<file path="src/rtl/ovsc_pkg.sv">
// ----------------------------------------------------------------------------
// ovsc_pkg
// types and constants shared by the oxygen valve stepper control block
// ----------------------------------------------------------------------------
package ovsc_pkg;

    // command codes of an input transaction
    typedef enum logic [1:0] {
        CMD_TICK      = 2'd0,
        CMD_READING   = 2'd1,
        CMD_LINK_UP   = 2'd2,
        CMD_LINK_DOWN = 2'd3
    } t_cmd;

    // configuration port geometry and register indexes
    localparam int CFG_IDX_W  = 3;
    localparam int CFG_DATA_W = 32;

    localparam logic [CFG_IDX_W-1:0] REG_TARGET_LEVEL  = 3'd0;
    localparam logic [CFG_IDX_W-1:0] REG_MOVE_CHUNK    = 3'd1;
    localparam logic [CFG_IDX_W-1:0] REG_VALVE_LIMIT   = 3'd2;
    localparam logic [CFG_IDX_W-1:0] REG_HALF_PERIOD   = 3'd3;
    localparam logic [CFG_IDX_W-1:0] REG_SILENCE_LIMIT = 3'd4;

    // register reset values
    localparam logic [7:0]  RST_TARGET_LEVEL  = 8'd98;
    localparam logic [9:0]  RST_MOVE_CHUNK    = 10'd50;
    localparam logic [9:0]  RST_VALVE_LIMIT   = 10'd500;
    localparam logic [15:0] RST_HALF_PERIOD   = 16'd800;
    localparam logic [31:0] RST_SILENCE_LIMIT = 32'd30000000;

    // shortest reading packet that carries spo2 and heart rate
    localparam logic [7:0] MIN_PACKET_LEN = 8'd5;

    // fixed field widths
    localparam int VALVE_W = 10;
    localparam int PHASE_W = 16;

    typedef struct packed {
        logic [7:0]  target_level;
        logic [9:0]  move_chunk;
        logic [9:0]  valve_limit;
        logic [15:0] half_period;
        logic [31:0] silence_limit;
    } t_cfg;

    typedef struct packed {
        t_cmd        command;
        logic [7:0]  packet_length;
        logic [7:0]  spo2;
        logic [7:0]  heart_rate;
    } t_cmd_item;

    typedef struct packed {
        logic               step_out;
        logic               dir_out;
        logic               alarm_out;
        logic [VALVE_W-1:0] valve_steps;
        logic               moving;
        logic               reading_dropped;
        logic [7:0]         last_spo2;
        logic [7:0]         last_pulse;
    } t_result;

endpackage

</file>
<file path="src/rtl/ovsc_channels.sv">
// ----------------------------------------------------------------------------
// ovsc channels
// valid/ready interfaces for the command and result streams
// ----------------------------------------------------------------------------

// command stream
interface ovsc_cmd_if;
    logic       valid;
    logic       ready;
    logic [1:0] command;
    logic [7:0] packet_length;
    logic [7:0] spo2;
    logic [7:0] heart_rate;

    modport source (output valid, output command, output packet_length,
                    output spo2, output heart_rate, input ready);
    modport sink   (input valid, input command, input packet_length,
                    input spo2, input heart_rate, output ready);
endinterface

// result stream
interface ovsc_res_if;
    logic       valid;
    logic       ready;
    logic       step_out;
    logic       dir_out;
    logic       alarm_out;
    logic [9:0] valve_steps;
    logic       moving;
    logic       reading_dropped;
    logic [7:0] last_spo2;
    logic [7:0] last_pulse;

    modport source (output valid, output step_out, output dir_out, output alarm_out,
                    output valve_steps, output moving, output reading_dropped,
                    output last_spo2, output last_pulse, input ready);
    modport sink   (input valid, input step_out, input dir_out, input alarm_out,
                    input valve_steps, input moving, input reading_dropped,
                    input last_spo2, input last_pulse, output ready);
endinterface

</file>
<file path="src/rtl/ovsc_cfg_regs.sv">
// ----------------------------------------------------------------------------
// ovsc_cfg_regs
// configuration register file, written through a plain write port
// ----------------------------------------------------------------------------
module ovsc_cfg_regs (
    input  logic                              i_clk,
    input  logic                              i_rst_n,
    input  logic                              i_cfg_we,
    input  logic [ovsc_pkg::CFG_IDX_W-1:0]    i_cfg_idx,
    input  logic [ovsc_pkg::CFG_DATA_W-1:0]   i_cfg_data,
    output ovsc_pkg::t_cfg                    o_cfg
);

    ovsc_pkg::t_cfg r_cfg;

    // register writes, unknown indexes are ignored
    always_ff @(posedge i_clk) begin
        if (!i_rst_n) begin
            r_cfg.target_level  <= ovsc_pkg::RST_TARGET_LEVEL;
            r_cfg.move_chunk    <= ovsc_pkg::RST_MOVE_CHUNK;
            r_cfg.valve_limit   <= ovsc_pkg::RST_VALVE_LIMIT;
            r_cfg.half_period   <= ovsc_pkg::RST_HALF_PERIOD;
            r_cfg.silence_limit <= ovsc_pkg::RST_SILENCE_LIMIT;
        end else if (i_cfg_we) begin
            unique case (i_cfg_idx)
                ovsc_pkg::REG_TARGET_LEVEL:  r_cfg.target_level  <= i_cfg_data[7:0];
                ovsc_pkg::REG_MOVE_CHUNK:    r_cfg.move_chunk    <= i_cfg_data[9:0];
                ovsc_pkg::REG_VALVE_LIMIT:   r_cfg.valve_limit   <= i_cfg_data[9:0];
                ovsc_pkg::REG_HALF_PERIOD:   r_cfg.half_period   <= i_cfg_data[15:0];
                ovsc_pkg::REG_SILENCE_LIMIT: r_cfg.silence_limit <= i_cfg_data[31:0];
                default: begin
                end
            endcase
        end
    end

    assign o_cfg = r_cfg;

endmodule

</file>
<file path="src/rtl/ovsc_core.sv">
// ----------------------------------------------------------------------------
// ovsc_core
// controller state and its single-pass update for one command transaction
// ----------------------------------------------------------------------------
module ovsc_core #(
    parameter int POSITION_BITS = 10,
    parameter int TIMER_BITS    = 32
) (
    input  logic                 i_clk,
    input  logic                 i_rst_n,
    input  logic                 i_en,
    input  ovsc_pkg::t_cfg       i_cfg,
    input  ovsc_pkg::t_cmd_item  i_item,
    output ovsc_pkg::t_result    o_result
);

    localparam int PB = POSITION_BITS;
    localparam int TB = TIMER_BITS;
    // compare widths for mixed-width limits
    localparam int CW = (PB > 10) ? PB : 10;
    localparam int SW = (TB > 32) ? TB : 32;
    localparam logic [CW-1:0] POS_MAX_C = CW'((64'd1 << PB) - 64'd1);

    logic [PB-1:0]                  r_position, n_position;
    logic [PB-1:0]                  r_pending,  n_pending;
    logic                           r_direction, n_direction;
    logic                           r_step_level, n_step_level;
    logic [ovsc_pkg::PHASE_W-1:0]   r_phase,    n_phase;
    logic [TB-1:0]                  r_silence,  n_silence;
    logic                           r_linked,   n_linked;
    logic                           r_alarm,    n_alarm;
    logic [7:0]                     r_spo2,     n_spo2;
    logic [7:0]                     r_pulse,    n_pulse;
    logic                           dropped;

    logic [CW-1:0]                  lim_c;
    logic [CW-1:0]                  chunk_c;
    logic [PB-1:0]                  limit;
    logic [PB-1:0]                  room;
    logic [PB-1:0]                  steps_open;
    logic [PB-1:0]                  steps_close;
    logic [TB-1:0]                  sil_inc;
    logic [ovsc_pkg::PHASE_W-1:0]   phase_inc;

    // move planning: valve limit clamped to the position range
    always_comb begin
        lim_c       = (CW'(i_cfg.valve_limit) > POS_MAX_C) ? POS_MAX_C
                                                           : CW'(i_cfg.valve_limit);
        limit       = lim_c[PB-1:0];
        chunk_c     = CW'(i_cfg.move_chunk);
        room        = (limit > r_position) ? (limit - r_position) : '0;
        steps_open  = (chunk_c < CW'(room)) ? chunk_c[PB-1:0] : room;
        steps_close = (chunk_c < CW'(r_position)) ? chunk_c[PB-1:0] : r_position;
    end

    // saturating silence timer and phase counter increments
    assign sil_inc   = (r_silence != {TB{1'b1}}) ? (r_silence + TB'(1)) : r_silence;
    assign phase_inc = r_phase + ovsc_pkg::PHASE_W'(1);

    // next state for the command
    always_comb begin
        n_position   = r_position;
        n_pending    = r_pending;
        n_direction  = r_direction;
        n_step_level = r_step_level;
        n_phase      = r_phase;
        n_silence    = r_silence;
        n_linked     = r_linked;
        n_alarm      = r_alarm;
        n_spo2       = r_spo2;
        n_pulse      = r_pulse;
        dropped      = 1'b0;

        unique case (i_item.command)
            ovsc_pkg::CMD_TICK: begin
                n_silence = sil_inc;
                if (r_linked && (SW'(sil_inc) > SW'(i_cfg.silence_limit))) begin
                    n_alarm = 1'b1;
                end
                // step pulse generation, a falling edge completes a step
                if (r_pending != '0) begin
                    if (phase_inc >= i_cfg.half_period) begin
                        n_phase = '0;
                        if (r_step_level) begin
                            n_step_level = 1'b0;
                            n_pending    = r_pending - PB'(1);
                        end else begin
                            n_step_level = 1'b1;
                        end
                    end else begin
                        n_phase = phase_inc;
                    end
                end
            end
            ovsc_pkg::CMD_READING: begin
                if (i_item.packet_length >= ovsc_pkg::MIN_PACKET_LEN) begin
                    if (r_pending != '0) begin
                        dropped = 1'b1;
                    end else begin
                        n_spo2    = i_item.spo2;
                        n_pulse   = i_item.heart_rate;
                        n_silence = '0;
                        n_alarm   = 1'b0;
                        // open below target, close above, hold when equal
                        if (i_item.spo2 < i_cfg.target_level) begin
                            if (steps_open != '0) begin
                                n_direction  = 1'b1;
                                n_position   = r_position + steps_open;
                                n_pending    = steps_open;
                                n_step_level = 1'b1;
                                n_phase      = '0;
                            end
                        end else if (i_item.spo2 > i_cfg.target_level) begin
                            if (steps_close != '0) begin
                                n_direction  = 1'b0;
                                n_position   = r_position - steps_close;
                                n_pending    = steps_close;
                                n_step_level = 1'b1;
                                n_phase      = '0;
                            end
                        end
                    end
                end
            end
            ovsc_pkg::CMD_LINK_UP: begin
                n_linked  = 1'b1;
                n_silence = '0;
                n_alarm   = 1'b0;
            end
            ovsc_pkg::CMD_LINK_DOWN: begin
                n_linked = 1'b0;
            end
            default: begin
            end
        endcase
    end

    // state registers, updated once per transaction
    always_ff @(posedge i_clk) begin
        if (!i_rst_n) begin
            r_position   <= '0;
            r_pending    <= '0;
            r_direction  <= 1'b0;
            r_step_level <= 1'b0;
            r_phase      <= '0;
            r_silence    <= '0;
            r_linked     <= 1'b0;
            r_alarm      <= 1'b0;
            r_spo2       <= '0;
            r_pulse      <= '0;
        end else if (i_en) begin
            r_position   <= n_position;
            r_pending    <= n_pending;
            r_direction  <= n_direction;
            r_step_level <= n_step_level;
            r_phase      <= n_phase;
            r_silence    <= n_silence;
            r_linked     <= n_linked;
            r_alarm      <= n_alarm;
            r_spo2       <= n_spo2;
            r_pulse      <= n_pulse;
        end
    end

    // result of the transaction, taken from the updated state
    always_comb begin
        o_result.step_out        = n_step_level;
        o_result.dir_out         = n_direction;
        o_result.alarm_out       = n_alarm;
        o_result.valve_steps     = ovsc_pkg::VALVE_W'(n_position);
        o_result.moving          = (n_pending != '0);
        o_result.reading_dropped = dropped;
        o_result.last_spo2       = n_spo2;
        o_result.last_pulse      = n_pulse;
    end

endmodule

</file>
<file path="src/rtl/oxygen_valve_stepper_control_top.sv">
// ----------------------------------------------------------------------------
// oxygen_valve_stepper_control_top
// oximeter-driven valve stepper controller with silence alarm
//
//   channel   direction  contents
//   i_cmd     in         command, packet_length, spo2, heart_rate
//   o_res     out        step and direction levels, alarm, valve state, last values
//   i_cfg_*   in         register writes: enable, index, data
//
// one transaction per cycle sustained while the result side keeps up; a result is presented
// after its command passes the input register, then the result register
// the state update is one pass of logic between the two registers
// synchronous active-low reset clears the valid flags and controller state and restores register defaults
// a stalled result holds while the input register still takes one more command
// ----------------------------------------------------------------------------
module oxygen_valve_stepper_control_top #(
    parameter int POSITION_BITS = 10,
    parameter int TIMER_BITS    = 32
) (
    input  logic                            i_clk,
    input  logic                            i_rst_n,
    input  logic                            i_cfg_we,
    input  logic [ovsc_pkg::CFG_IDX_W-1:0]  i_cfg_idx,
    input  logic [ovsc_pkg::CFG_DATA_W-1:0] i_cfg_data,
    ovsc_cmd_if.sink                        i_cmd,
    ovsc_res_if.source                      o_res
);

    ovsc_pkg::t_cfg      cfg;
    ovsc_pkg::t_cmd_item r_item;
    logic                r_item_valid;
    ovsc_pkg::t_result   core_result;
    ovsc_pkg::t_result   r_res;
    logic                r_res_valid;
    logic                advance;

    // the command in the input register moves on when the result slot frees up
    assign advance     = r_item_valid && (!r_res_valid || o_res.ready);
    assign i_cmd.ready = !r_item_valid || advance;

    ovsc_cfg_regs u_cfg_regs (
        .i_clk      (i_clk),
        .i_rst_n    (i_rst_n),
        .i_cfg_we   (i_cfg_we),
        .i_cfg_idx  (i_cfg_idx),
        .i_cfg_data (i_cfg_data),
        .o_cfg      (cfg)
    );

    // input register
    always_ff @(posedge i_clk) begin
        if (!i_rst_n) begin
            r_item_valid <= 1'b0;
        end else if (i_cmd.ready) begin
            r_item_valid <= i_cmd.valid;
        end
    end

    always_ff @(posedge i_clk) begin
        if (i_cmd.ready && i_cmd.valid) begin
            r_item.command       <= ovsc_pkg::t_cmd'(i_cmd.command);
            r_item.packet_length <= i_cmd.packet_length;
            r_item.spo2          <= i_cmd.spo2;
            r_item.heart_rate    <= i_cmd.heart_rate;
        end
    end

    ovsc_core #(
        .POSITION_BITS (POSITION_BITS),
        .TIMER_BITS    (TIMER_BITS)
    ) u_core (
        .i_clk    (i_clk),
        .i_rst_n  (i_rst_n),
        .i_en     (advance),
        .i_cfg    (cfg),
        .i_item   (r_item),
        .o_result (core_result)
    );

    // result register
    always_ff @(posedge i_clk) begin
        if (!i_rst_n) begin
            r_res_valid <= 1'b0;
        end else if (!r_res_valid || o_res.ready) begin
            r_res_valid <= r_item_valid;
        end
    end

    always_ff @(posedge i_clk) begin
        if (advance) begin
            r_res <= core_result;
        end
    end

    assign o_res.valid           = r_res_valid;
    assign o_res.step_out        = r_res.step_out;
    assign o_res.dir_out         = r_res.dir_out;
    assign o_res.alarm_out       = r_res.alarm_out;
    assign o_res.valve_steps     = r_res.valve_steps;
    assign o_res.moving          = r_res.moving;
    assign o_res.reading_dropped = r_res.reading_dropped;
    assign o_res.last_spo2       = r_res.last_spo2;
    assign o_res.last_pulse      = r_res.last_pulse;

endmodule

</file>
<file path="src/flat_wrapper.sv">
// flat-port wrapper written by rule: the top's interface ports become plain ports
module oxygen_valve_stepper_control_top_flat 
#(
    parameter int POSITION_BITS = 10,
    parameter int TIMER_BITS    = 32
)
  (i_clk, i_rst_n, i_cfg_we, i_cfg_idx, i_cfg_data, i_cmd_valid, i_cmd_command, i_cmd_packet_length, i_cmd_spo2, i_cmd_heart_rate, i_cmd_ready, o_res_valid, o_res_step_out, o_res_dir_out, o_res_alarm_out, o_res_valve_steps, o_res_moving, o_res_reading_dropped, o_res_last_spo2, o_res_last_pulse, o_res_ready);
  ovsc_cmd_if i_cmd_i ();
  ovsc_res_if o_res_i ();
  input  logic i_clk;
  input  logic i_rst_n;
  input  logic i_cfg_we;
  input  logic [ovsc_pkg::CFG_IDX_W-1:0] i_cfg_idx;
  input  logic [ovsc_pkg::CFG_DATA_W-1:0] i_cfg_data;
  input wire logic [$bits(i_cmd_i.valid)-1:0] i_cmd_valid;
  input wire logic [$bits(i_cmd_i.command)-1:0] i_cmd_command;
  input wire logic [$bits(i_cmd_i.packet_length)-1:0] i_cmd_packet_length;
  input wire logic [$bits(i_cmd_i.spo2)-1:0] i_cmd_spo2;
  input wire logic [$bits(i_cmd_i.heart_rate)-1:0] i_cmd_heart_rate;
  output wire logic [$bits(i_cmd_i.ready)-1:0] i_cmd_ready;
  output wire logic [$bits(o_res_i.valid)-1:0] o_res_valid;
  output wire logic [$bits(o_res_i.step_out)-1:0] o_res_step_out;
  output wire logic [$bits(o_res_i.dir_out)-1:0] o_res_dir_out;
  output wire logic [$bits(o_res_i.alarm_out)-1:0] o_res_alarm_out;
  output wire logic [$bits(o_res_i.valve_steps)-1:0] o_res_valve_steps;
  output wire logic [$bits(o_res_i.moving)-1:0] o_res_moving;
  output wire logic [$bits(o_res_i.reading_dropped)-1:0] o_res_reading_dropped;
  output wire logic [$bits(o_res_i.last_spo2)-1:0] o_res_last_spo2;
  output wire logic [$bits(o_res_i.last_pulse)-1:0] o_res_last_pulse;
  input wire logic [$bits(o_res_i.ready)-1:0] o_res_ready;
  assign i_cmd_i.valid = i_cmd_valid;
  assign i_cmd_i.command = i_cmd_command;
  assign i_cmd_i.packet_length = i_cmd_packet_length;
  assign i_cmd_i.spo2 = i_cmd_spo2;
  assign i_cmd_i.heart_rate = i_cmd_heart_rate;
  assign i_cmd_ready = i_cmd_i.ready;
  assign o_res_valid = o_res_i.valid;
  assign o_res_step_out = o_res_i.step_out;
  assign o_res_dir_out = o_res_i.dir_out;
  assign o_res_alarm_out = o_res_i.alarm_out;
  assign o_res_valve_steps = o_res_i.valve_steps;
  assign o_res_moving = o_res_i.moving;
  assign o_res_reading_dropped = o_res_i.reading_dropped;
  assign o_res_last_spo2 = o_res_i.last_spo2;
  assign o_res_last_pulse = o_res_i.last_pulse;
  assign o_res_i.ready = o_res_ready;
  oxygen_valve_stepper_control_top #(.POSITION_BITS(POSITION_BITS), .TIMER_BITS(TIMER_BITS)) u_core (.i_clk(i_clk), .i_rst_n(i_rst_n), .i_cfg_we(i_cfg_we), .i_cfg_idx(i_cfg_idx), .i_cfg_data(i_cfg_data), .i_cmd(i_cmd_i), .o_res(o_res_i));
endmodule
</file>
<file path="config.mk">
export PLATFORM = sky130hd
export DESIGN_NAME = oxygen_valve_stepper_control_top_flat
export DESIGN_NICKNAME = d
export VERILOG_FILES = /design/src/rtl/ovsc_pkg.sv /design/src/rtl/ovsc_channels.sv /design/src/rtl/ovsc_cfg_regs.sv /design/src/rtl/ovsc_core.sv /design/src/rtl/oxygen_valve_stepper_control_top.sv /design/src/flat_wrapper.sv
export SDC_FILE = /design/constraint.sdc
export NUM_CORES = 1
export LEC_CHECK = 0
export ABC_AREA = 1
export BUFFER_PORTS_ARGS = -buffer_cell sky130_fd_sc_hd__buf_4
export CAP_MARGIN = 20
export CORE_UTILIZATION = 55
export CTS_CLUSTER_SIZE = 14
export DETAILED_ROUTE_END_ITERATION = 16
export HOLD_SLACK_MARGIN = 0.03
export PLACE_DENSITY = 0.85
export SYNTH_ARGS = -nofsm -noshare
export SYNTH_HDL_FRONTEND = slang
export SYNTH_SLANG_ARGS = --single-unit
</file>
<file path="constraint.sdc">
create_clock -name i_clk -period 7.91 [get_ports i_clk]
set_input_delay 0.791 -clock i_clk [delete_from_list [all_inputs] [get_ports i_clk]]
set_output_delay 0.791 -clock i_clk [all_outputs]
set_load 0.05 [all_outputs]
</file>
==> results of run 1 <==
-- layer usage --
| metal | vias to the layer above | global-route usage |
|---|---|---|
| met5 | - | 0 |
| met4 | 0 | 0.103 |
| met3 | 75 | 0.0419 |
| met2 | 399 | 0.458 |
| met1 | 5532 | 0.359 |
| li1 | 6126 | - |
-- cells by family (layout without fill, tap and decap cells) --
logic type / after synthesis / after routing / synth area share
and+or+nand+nor: 634 / 634 / 0.207
AOI/OAI and AO/OA: 439 / 439 / 0.175
buffers and inverters: 338 / 427 / 0.0977
DFF: 223 / 223 / 0.376
adders and majority gates: 113 / 113 / 0.107
xor gates and xnor gates: 54 / 54 / 0.0353
muxes: 1 / 1 / 0.000748
-- sequential cells by signal, indices dropped and copies added (netlist names), 8 cells and up --
signal / count
u_core.u_cfg_regs.o_cfg: 76
u_core.u_core.r_silence: 32
u_core.r_item: 26
u_core.u_core.r_phase: 16
u_core.o_res.valve_steps: 10
u_core.u_core.r_pending: 10
u_core.u_core.r_position: 10
u_core.o_res.last_pulse: 8
u_core.o_res.last_spo2: 8
u_core.u_core.r_pulse: 8
u_core.u_core.r_spo2: 8
-- cells in the final DEF, fill, tap and decap left out, drive strengths merged, types with 17 or more instances in the layout --
cell type | synthesis | routed
o21ai | 164 | 164
edfxtp | 57 | 57
dfxtp | 166 | 166
nand3 | 73 | 73
o211ai | 21 | 21
clkbuf | 53 | 34
nor3 | 27 | 27
nand2 | 351 | 351
inv | 272 | 278
nor2 | 130 | 130
xor2 | 37 | 37
ha | 110 | 110
xnor2 | 17 | 17
nand4 | 26 | 26
a21oi | 219 | 219
buf | 12 | 107
-- final timing paths --
kind                                              endpoint  slack [ps]
setup / recovery  u_core.u_core.r_position[8]$_SDFFE_PN0P_        2050
hold / removal                 u_core.r_item[14]$_DFFE_PP_         420
setup reg to reg  u_core.u_core.r_position[8]$_SDFFE_PN0P_        2050
hold reg to reg   u_core.u_cfg_regs.o_cfg[71]$_SDFFE_PN0P_         460
-- metrics by stage --
step	total power, mW	hold WS (ps)	worst slack [ps]
global route	3.28	396	1330
finish	3.13	418	2050
floorplan	1.77	427	2810
CTS	3.14	400	2120
detailed placement	1.95	451	2130
global placement	1.93	443	2280
-- worst max-delay path, delay by kind of cell (launching register included) --
kind / cells / cell delay, ps
xor gates and xnor gates: 1 / 130
adders and majority gates: 4 / 1370
and+or+nand+nor: 20 / 1830
AOI/OAI and AO/OA: 7 / 1280
DFF: 1 / 490
buffers and inverters: 8 / 660
-- area by class of cell --
cell class	count	area [sq um]	share of cell area
Tap cell	319	399	0.0263
Timing Repair Buffer	108	811	0.0535
Clock buffer	33	708	0.0467
Sequential cell	223	5030	0.332
Multi-Input combinational cell	1241	7050	0.465
Inverter	273	1020	0.0676
Clock inverter	13	139	0.00916
-- power groups by stage --
stage | clock (mW) | combinational (mW) | sequential (mW)
after detailed placement | 0 | 0.671 | 1.28
after CTS | 1.21 | 0.675 | 1.25
after global routing | 1.26 | 0.764 | 1.26
final | 1.19 | 0.683 | 1.25
after global placement | 0 | 0.657 | 1.27
after floorplan | 0 | 0.463 | 1.31
==> run metrics, run 1 <==
Worst-path clk slew 70 ps; Net count, final 2051; postcts setup bufs 0; Finished Core Util 0.640; full die area 25000 sq um; DR WL/cell 15.2 um; CP endpoint kind register; crit path DAT 6290 ps; max_cap viols 0; die boundary width 158 um; Pleak 6.87 nW; Reg power frac 0.400; Final Instance Area 15200 sq um; Sink Count 223; switching share of total power 0.309; HP Class primary input to register; CTS max path bufs 3; Post-Synthesis Cells 1802; final wirelength 33500 um; max frequency 171 MHz; PwrDens 206 nW/um^2; Setup crit start kind register; Comb pwr share 0.218; cts bufs inserted 25; worst reg2reg path startpoint u_core.u_core.r_position[1]$_SDFFE_PN0P_; Synth top area share 0.248; Avg Cell Area, Syn 7.43 sq um; Reg2Reg Depth 40; Post-DP HPWL 24400 um; CP max stage cell a21oi_1; largest net degree at the start of global routing 86; number of fill cells 2111; Worst EP required 8350 ps; final antenna-violating net count 0; Post-Place Cell Area 14300 sq um; Starting Density 0.565; Final TNS setup 0 ps; TritonCTS clock tree done; CTS H-Tree Depth 1; hold_sp i_cmd_spo2[6]; sequential-to-total area share from yosys stat 0.376; Port-buffer cells 98; Switching Power 968 uW; clock latency at the later pin of the worst-skew pair 550 ps; final clock skew 15.2 ps; Async S/R FF share, synth 0; RSZ-0062 raised after global routing no; synth warn 0; 1st-iter DRT viols 995; fin. max-slew vios 0; Syn Std Cell Area 13400 sq um; Final setup viols 0; # DRC 0; row count 56; status finished clean; Critical Path Max Stage Delay 620 ps; Hold Crit Depth 1; drt first pass iters 6; vias per std cell 5.49; total track usage 0.275; post-synth net total 1981; Crit path top cell by count nand2_1; ys flop type dfxtp_1; vias in the first global route 11300; synth unique cells 55; Top Metal Used met4; #FFs+latches synth 223; clock power share 0.382; DR vias 12100; initial antenna violation count 0; I/O pin count 99; final worst path period share 0.740; Slew @ Worst Pin 1040 ps; Area growth syn-to-layout 13.3%; Crit Path Max Fanout 11; layout cells sized above 1 0.101; Internal 2.16 mW; WL met2 15600 um; Final Hold Fails 0; number of synthesized flops with an enable pin 57; most instantiated cells after synthesis 340 x nand2_1, 270 x inv_1, 218 x a21oi_1, 166 x dfxtp_1, 135 x o21ai_0; Synth area leaders dfxtp_1 25%, edfxtp_1 13%, ha_1 10%; wire length on met3 2300 um; Slew HR 0.304; M1 WL 14500 um; Crit Path Class register to register; die height 158 um; Tmin final 5860 ps; cell taking the most area after synthesis dfxtp_1; # hold bufs at CTS 0; routability cong. 0.942; GR Overflow Total 0; ANT cells 0; peak supply drop 0.173 mV; Post-Place Cells 2163; core area 23700 sq um; Critical Path Start u_core.u_core.r_position[1]$_SDFFE_PN0P_; Resized cells post-CTS 0; first-pass GRT wire length 54700 um; Post-Layout Cell Count 2210; most frequent cell after synthesis nand2_1; CTS root buf clkbuf_16
(Power assumes the default switching activity.)
==> inputs of run 2 (changes only) <==
- PLACE_DENSITY: 0.85 -> 0.88
- clock period: 7.91 -> 5.15 ns (I/O delays scaled with it)
==> run 2 against run 1 <==
  * Largest power group unchanged
  * Total power rose by 59%
  * Clock skew rose by 3.9 ps
  * Sequential share of layout area fell by 0.97 points
  * Die area did not move
  * Largest cell class unchanged
  * Combinational power rose by 73%
  * Global-route usage rose by 1.3 points
  * Hold slack got worse by 270 ps
  * Core utilization rose by 2.0 points
  * Design area rose by 3.1%
==> run metrics, run 2 (synthesis gave the netlist of run 1 again) <==
Port-buffer cells 98; Switching Power 1.54 mW; vias in the first global route 11500; DR WL/cell 16.1 um; final clock skew 19.1 ps; CP max stage cell fa_2; Critical Path Max Stage Delay 410 ps; CTS H-Tree Depth 1; largest net degree at the start of global routing 62; clock power share 0.375; Post-Place Cells 2186; Post-Place Cell Area 14500 sq um; first-pass GRT wire length 57100 um; final worst path period share 0.959; full die area 25000 sq um; max frequency 203 MHz; core area 23700 sq um; fin. max-slew vios 0; Post-Layout Cell Count 2241; DR vias 12500; met2 Use GR 0.484; peak supply drop 0.250 mV; total track usage 0.288; Setup crit start kind register; CTS max path bufs 3; Slew HR 0.294; Internal 3.43 mW; most frequent cells in the layout 332 x nand2_1, 263 x inv_1, 213 x a21oi_1; worst hold margin 149 ps; Final setup viols 0; Net count, final 2082; PwrDens 317 nW/um^2; Slew @ Worst Pin 1050 ps; Crit Path Class register to register; HP Class primary input to register; ANT cells 0; Tmin final 4940 ps; layer with the highest usage met2; layout cells sized above 1 0.140; 1st-iter DRT viols 1165; Starting Density 0.565; crit path DAT 5350 ps; initial antenna violation count 0; Comb pwr share 0.238; row count 56; switching share of total power 0.310; met3 Track Usage GR 0.0416; drt first pass iters 6; commonest non-fill, non-tap cell in the layout nand2_1; die boundary width 158 um; routability cong. 0.978; final wirelength 36100 um; final antenna-violating net count 0; Crit path top cell by count nand2_1; max_cap viols 0; Post-DP HPWL 26400 um; I/O pin count 99; clock latency at the later pin of the worst-skew pair 540 ps; Worst EP required 5570 ps; Reg power frac 0.387; # DRC 0; number of fill cells 2054; # hold bufs at CTS 0; max reg flops 76; Pleak 7.03 nW; Final Instance Area 15600 sq um; CTS root buf clkbuf_16; Sink Count 223; RSZ-0062 raised after global routing yes; Finished Core Util 0.660; cts bufs inserted 25; Final Hold Fails 0; Final Worst Setup Slack 213 ps; GR Overflow Total 0; Worst-path clk slew 70 ps; TritonCTS clock tree done; CP endpoint kind register; Place WS -30.9 ps; met1 Resource Use GR 0.374; status finished clean; Crit Path Max Fanout 7; die height 158 um; Area growth syn-to-layout 16.8%; vias per std cell 5.58
run 2: critical path: cells and delay by family, from the launching register on:
family / cells / cell delay [ps]
compound gates: 11 / 1360
xor+xnor: 2 / 270
fa+ha+maj: 4 / 1160
buf+inv: 6 / 540
flops: 1 / 390
simple gates: 11 / 1090
run 2: path summary, 6_finish.rpt:
kind              cells after the start                                       end  slack (ps)                                startpoint
hold / removal                        1                u_core.r_item[5]$_DFFE_PP_         150                       i_cmd_heart_rate[5]
setup reg to reg                     34  u_core.u_core.r_position[8]$_SDFFE_PN0P_         210  u_core.u_core.r_position[3]$_SDFFE_PN0P_
hold reg to reg                       2    u_core.u_core.r_phase[13]$_SDFFE_PN0P_         460    u_core.u_core.r_phase[13]$_SDFFE_PN0P_
setup / recovery                     34  u_core.u_core.r_position[8]$_SDFFE_PN0P_         210  u_core.u_core.r_position[3]$_SDFFE_PN0P_
run 2: area by class of cell:
cell class              count  area (sq um)  area share
inverters                 273          1020      0.0655
multi-input cells        1241          7260       0.464
flip-flops and latches    223          5040       0.322
repair buffers            139          1050      0.0670
well taps                 319           399      0.0255
clock inverters            14           164      0.0105
clock buffers              32           703      0.0450
run 2: power by group through the flow:
stage | clock, mW | sequential, mW | combinational [mW]
after floorplan | 0 | 2.01 | 0.712
after global placement | 0 | 1.95 | 1.07
after detailed placement | 0 | 1.96 | 1.08
after CTS | 1.88 | 1.92 | 1.09
after global routing | 1.95 | 1.93 | 1.30
final | 1.86 | 1.92 | 1.18
run 2: routing by layer:
| layer | vias up | routed length [um] |
|---|---|---|
| met2 | 444 | 16900 |
| met5 | - | 0 |
| met4 | 0 | 1360 |
| met1 | 5774 | 15400 |
| met3 | 102 | 2410 |
| li1 | 6190 | - |
run 2: per-stage QoR:
step	TNS [ps]	power [mW]
final	0	4.96
after global routing	-327	5.18
after CTS	0	4.90
after detailed placement	-41.7	3.04
after global placement	0	3.02
after floorplan	0	2.72
run 2: timing repair:
item                       CTS  global route
pin swaps                    0            11
buffers inserted             0             9
gates resized for setup      3            56
setup endpoints to repair    2            15
